**src/sv/fsis_ram.sv**
```systemverilog
module fsis_ram #(
  parameter int WIDTH = 8,
  parameter int DEPTH = 16
) (
  input  logic                     clk,
  input  logic                     we,
  input  logic [$clog2(DEPTH)-1:0] waddr,
  input  logic [WIDTH-1:0]         wdata,
  input  logic [$clog2(DEPTH)-1:0] raddr,
  output logic [WIDTH-1:0]         rdata
);

  logic [WIDTH-1:0] mem [DEPTH];

  always_ff @(posedge clk) begin
    if (we) begin
      mem[waddr] <= wdata;
    end
    rdata <= mem[raddr];
  end

endmodule

```
**config.mk**
```make
export PLATFORM = sky130hd
export DESIGN_NAME = fsis_ram
export DESIGN_NICKNAME = d
export VERILOG_FILES = /design/src/sv/fsis_ram.sv
export SDC_FILE = /design/constraint.sdc
export NUM_CORES = 1
export LEC_CHECK = 0
export ABC_CLOCK_PERIOD_IN_PS = 5000
export BUFFER_PORTS_ARGS = -buffer_cell sky130_fd_sc_hd__buf_4
export CAP_MARGIN = 0
export CORE_ASPECT_RATIO = 2
export CORE_MARGIN = 1
export CORE_UTILIZATION = 23
export DETAILED_ROUTE_END_ITERATION = 16
export GPL_TIMING_DRIVEN = 0
export PLACE_DENSITY = 0.39
export SYNTH_ARGS = -nofsm -noshare
export SYNTH_HDL_FRONTEND = slang
export SYNTH_SLANG_ARGS = --single-unit
```
**constraint.sdc**
```tcl
create_clock -name clk -period 5 [get_ports clk]
set_clock_uncertainty 0.05 [all_clocks]
set_input_delay 1 -clock clk [delete_from_list [all_inputs] [get_ports clk]]
set_output_delay 1 -clock clk [all_outputs]
set_load 0.005 [all_outputs]
```
; Word-level counts from Yosys, hierarchy flattened
; Memories as Yosys holds them, arrays and structs flattened. A register that Yosys moved wholly into a read port is not among the register bits.
; Cells that the tools add are included.
[word_totals]
register_bits = 0
ram_bits = 128
input_bits = 18
output_inout_bits = 8
memories = 1
[memory_table]
columns = memory, words, width, read_ports, rd_clocked_by_memory_dff, write_ports, line_no
row1 = mem, 16, 8, 1, 1, 1, 13  ; logic [WIDTH-1:0] mem [DEPTH];
[classes]
n_mux = 2
[ops]
columns = cell, n
row1 = two-way mux 1 bit, 2

; Longest topological paths before layout
[depth]
word_depth = 2
depth_mapped = 5
mapped_depth_nobuf = 3

; Worst setup path after synthesis
; OpenSTA, ideal clock, no wires.
[synth_timing]
path_kind = input -> register
start = in waddr[2]
end = mem mem[0][0], enable pin
t_arrival_ns = 2.110
setup_slack_ns = 2.457
cell_stages = 2
cell_sequence = or3b_2 > nor3_1
[synth_rtl]
columns = element, line_no
row1 = from (decl), 7  ; input logic [$clog2(DEPTH)-1:0] waddr,
row2 = to (decl), 13
; No word-level cell before the write port.

; Worst setup path in the final report
[layout_timing]
start = in waddr[2]
end = mem mem[2][0], enable pin
; No word-level cell before the write port.

==> impl_metrics.yaml <==
status:
  outcome: "completed"
die:
  initial_core_util_pct: 23.3
  dieWidth_um: 108
  core_area_sq_um: 22100
  rows: 77
  dieArea_sq_um: 23000
  io_pins: 26
  die_h_um: 214
placement:
  place_area_sq_um: 5690
  io_buffers: 24
  routabilityCongestion: 0.738
  dp_hpwl_um: 8260
  dpl.cell_count: 530
power_and_ir_drop:
  seqPwrFrac_pct: 47.8
  max-vdd-ir-drop_mv: 0.157
  p_leak_nw: 2.06
  powerDensity_nw_per_um2: 426
  switching_share_pct: 19.6
  power_frac_comb_pct: 5.1
  p_switching_w: 0.000526
  p_int_w: 0.00215
  p_clk_share_pct: 47.1
drt:
  drtIter0Drc: 94
  ant_nets: 0
  drcViolationCount: 0
  dr.pass1.iters: 5
  vias: 2340
  routed_via_density: 4.16
  drt-total-wl_um: 12000
  wl_per_cell_um: 21.3
layout:
  final_common_cell: "edfxtp_1"
  utilization_pct: 28.5
  drive_gt1_share_pct: 30.1
  nFillCells: 2118
  final_cell_area_sq_um: 6290
  final_cells: 562
  antenna_cells: 0
  final_cell_mix: "edfxtp_1, buf_4, mux4_2, clkbuf_16, a22oi_1"
  area_growth_pct: 22.3
  nNetsFinal: 291
grt:
  use_met3_pct: 2.37
  grt_pass1_wl_um: 17400
  grt_usage_pct: 11.6
  use_met2_pct: 21.9
  use_met1_pct: 11.5
  grt_pass1_vias: 2613
  grt_max_degree: 17
  antenna_found_initial: 0
  grt-busiest-layer: "met2"
  grt_remaining_overflow: 0
synthesis:
  yosysWarningCount: 0
  synth_seq_area_share_pct: 77.8
  synth_cells: 229
  synth_seq_cells: 136
  synth_top_cell_by_area: "edfxtp_1"
  synth_top_cell_area_share_pct: 74.7
  ys_types: 19
  ys_top_cells_by_area: "edfxtp_1, mux4_2, mux4_1, dfxtp_1, a22oi_1"
  synth.avg_cell_area_sq_um: 22.5
  syn_nets: 247
  syn_area_sq_um: 5150
critical_path:
  crit_fanout: 8
  r2r_slack_ns: 3.48
  start_kind: "input pin"
  crit_type: "in -> reg"
  cp-end-kind: "flip-flop"
  cp.arrival_ns: 2.37
  critPathRequiredTime_ns: 4.99
clock_tree:
  htreeDepth: 4
  post_cts_resized: 0
  clk_latency_ns: 0.42
  clock_sinks: 136
  post_cts_buffers: 0
  clkSlewWorstSetupHoldPaths_ns: 0.06
  clock_path_buffers: 2
  holdBufCountCts: 0
  tritoncts: "yes"
  cts_buffers: 17
  cts-root-buf: "clkbuf_16"
sta:
  finalCritPeriodShare_pct: 47.6
  drv_slew: 0
  setup_viol: 0
  tns_ns: 0
  hold_viol: 0
  fmax_ghz: 0.420
  tightest_slew_ns: 0.911
  rsz0062_at_grt: "no"
  relSlewSlack_pct: 39.0
  min_period_ns: 2.38
worst_hold_path:
  hold_class: "reg -> reg"
flow_run:
  cap_violations: 0
## state kept, by name, summed over array words and instances (netlist names)
name   flops
mem      128
rdata      8
## per-stage QoR
step | setup WS (ns) | hold slack [ns] | total power, W
after global routing | 2.58 | 0.702 | 0.00276
after floorplan | 2.46 | 0.579 | 0.00137
after global placement | 1.76 | 0.637 | 0.00144
after detailed placement | 2.03 | 0.647 | 0.00145
after CTS | 2.48 | 0.659 | 0.00271
final | 2.62 | 0.657 | 0.00268
## worst max-delay path, cell delays in order
cell and delay (ns):
buf_4 0.12, or3b_2 0.52, nor2_1 0.72
## per-layer routing
| metal | wire length, um | vias up | part of all wire (%) |
|---|---|---|---|
| met5 | 0 | - | 0 |
| li1 | - | 1057 | - |
| met2 | 7120 | 45 | 60 |
| met3 | 328 | 8 | 2.7 |
| met1 | 4290 | 1230 | 36 |
| met4 | 218 | 0 | 1.8 |
## final timing paths
| path | endpoint | cells past startpoint | startpoint |
|---|---|---|---|
| hold reg to reg | rdata[5] | 3 | mem[10][5] |
| hold / removal | rdata[5] | 3 | mem[10][5] |
| setup / recovery | mem[2][0] | 3 | waddr[2] |
| setup reg to reg | rdata[1] | 3 | mem[1][1] |
## synth_stat cells
cell type,n
nand2_1,9
nand2b_1,2
or3b_2,1
nor2_1,13
mux4_2,18
edfxtp_1,128
buf_2,3
nor3_1,4
clkdlybuf4s25_2,3
and2_1,1
buf_4,1
and2b_1,1
a22oi_1,16
nand3_1,1
nor2b_1,1
buf_6,3
mux4_1,14
nand3b_1,2
dfxtp_1,8
## kinds of logic after synthesis
logic type / Yosys count / share of synthesized area, %
flip-flops: 136 / 77.8
buffers and inverters: 10 / 1.68
AO/OA/AOI/OAI: 16 / 2.33
AND/OR/NAND/NOR: 35 / 3.18
multiplexers: 32 / 15.0
## area by class of cell
cell class,instances,area [sq um],share of cell area [%]
tap,276,345,5.49
sequential,136,4000,63.6
buffer,10,86.3,1.37
timing repair buffer,25,185,2.94
multi-input combinational,83,1070,17.0
clock buffer,23,478,7.59
clock inverter,9,123,1.95
## power by group through the flow
stage	Sequential [W]	Clock (W)	Combinational [W]
6_report	0.00128	0.00126	0.000136
2_1_floorplan	0.00130	0	0.0000647
3_5_place_dp	0.00130	0	0.000141
4_1_cts	0.00128	0.00129	0.000142
5_1_grt	0.00128	0.00133	0.000148
3_3_place_gp	0.00130	0	0.000138
No activity file was read; power rests on OpenSTA's default activity.
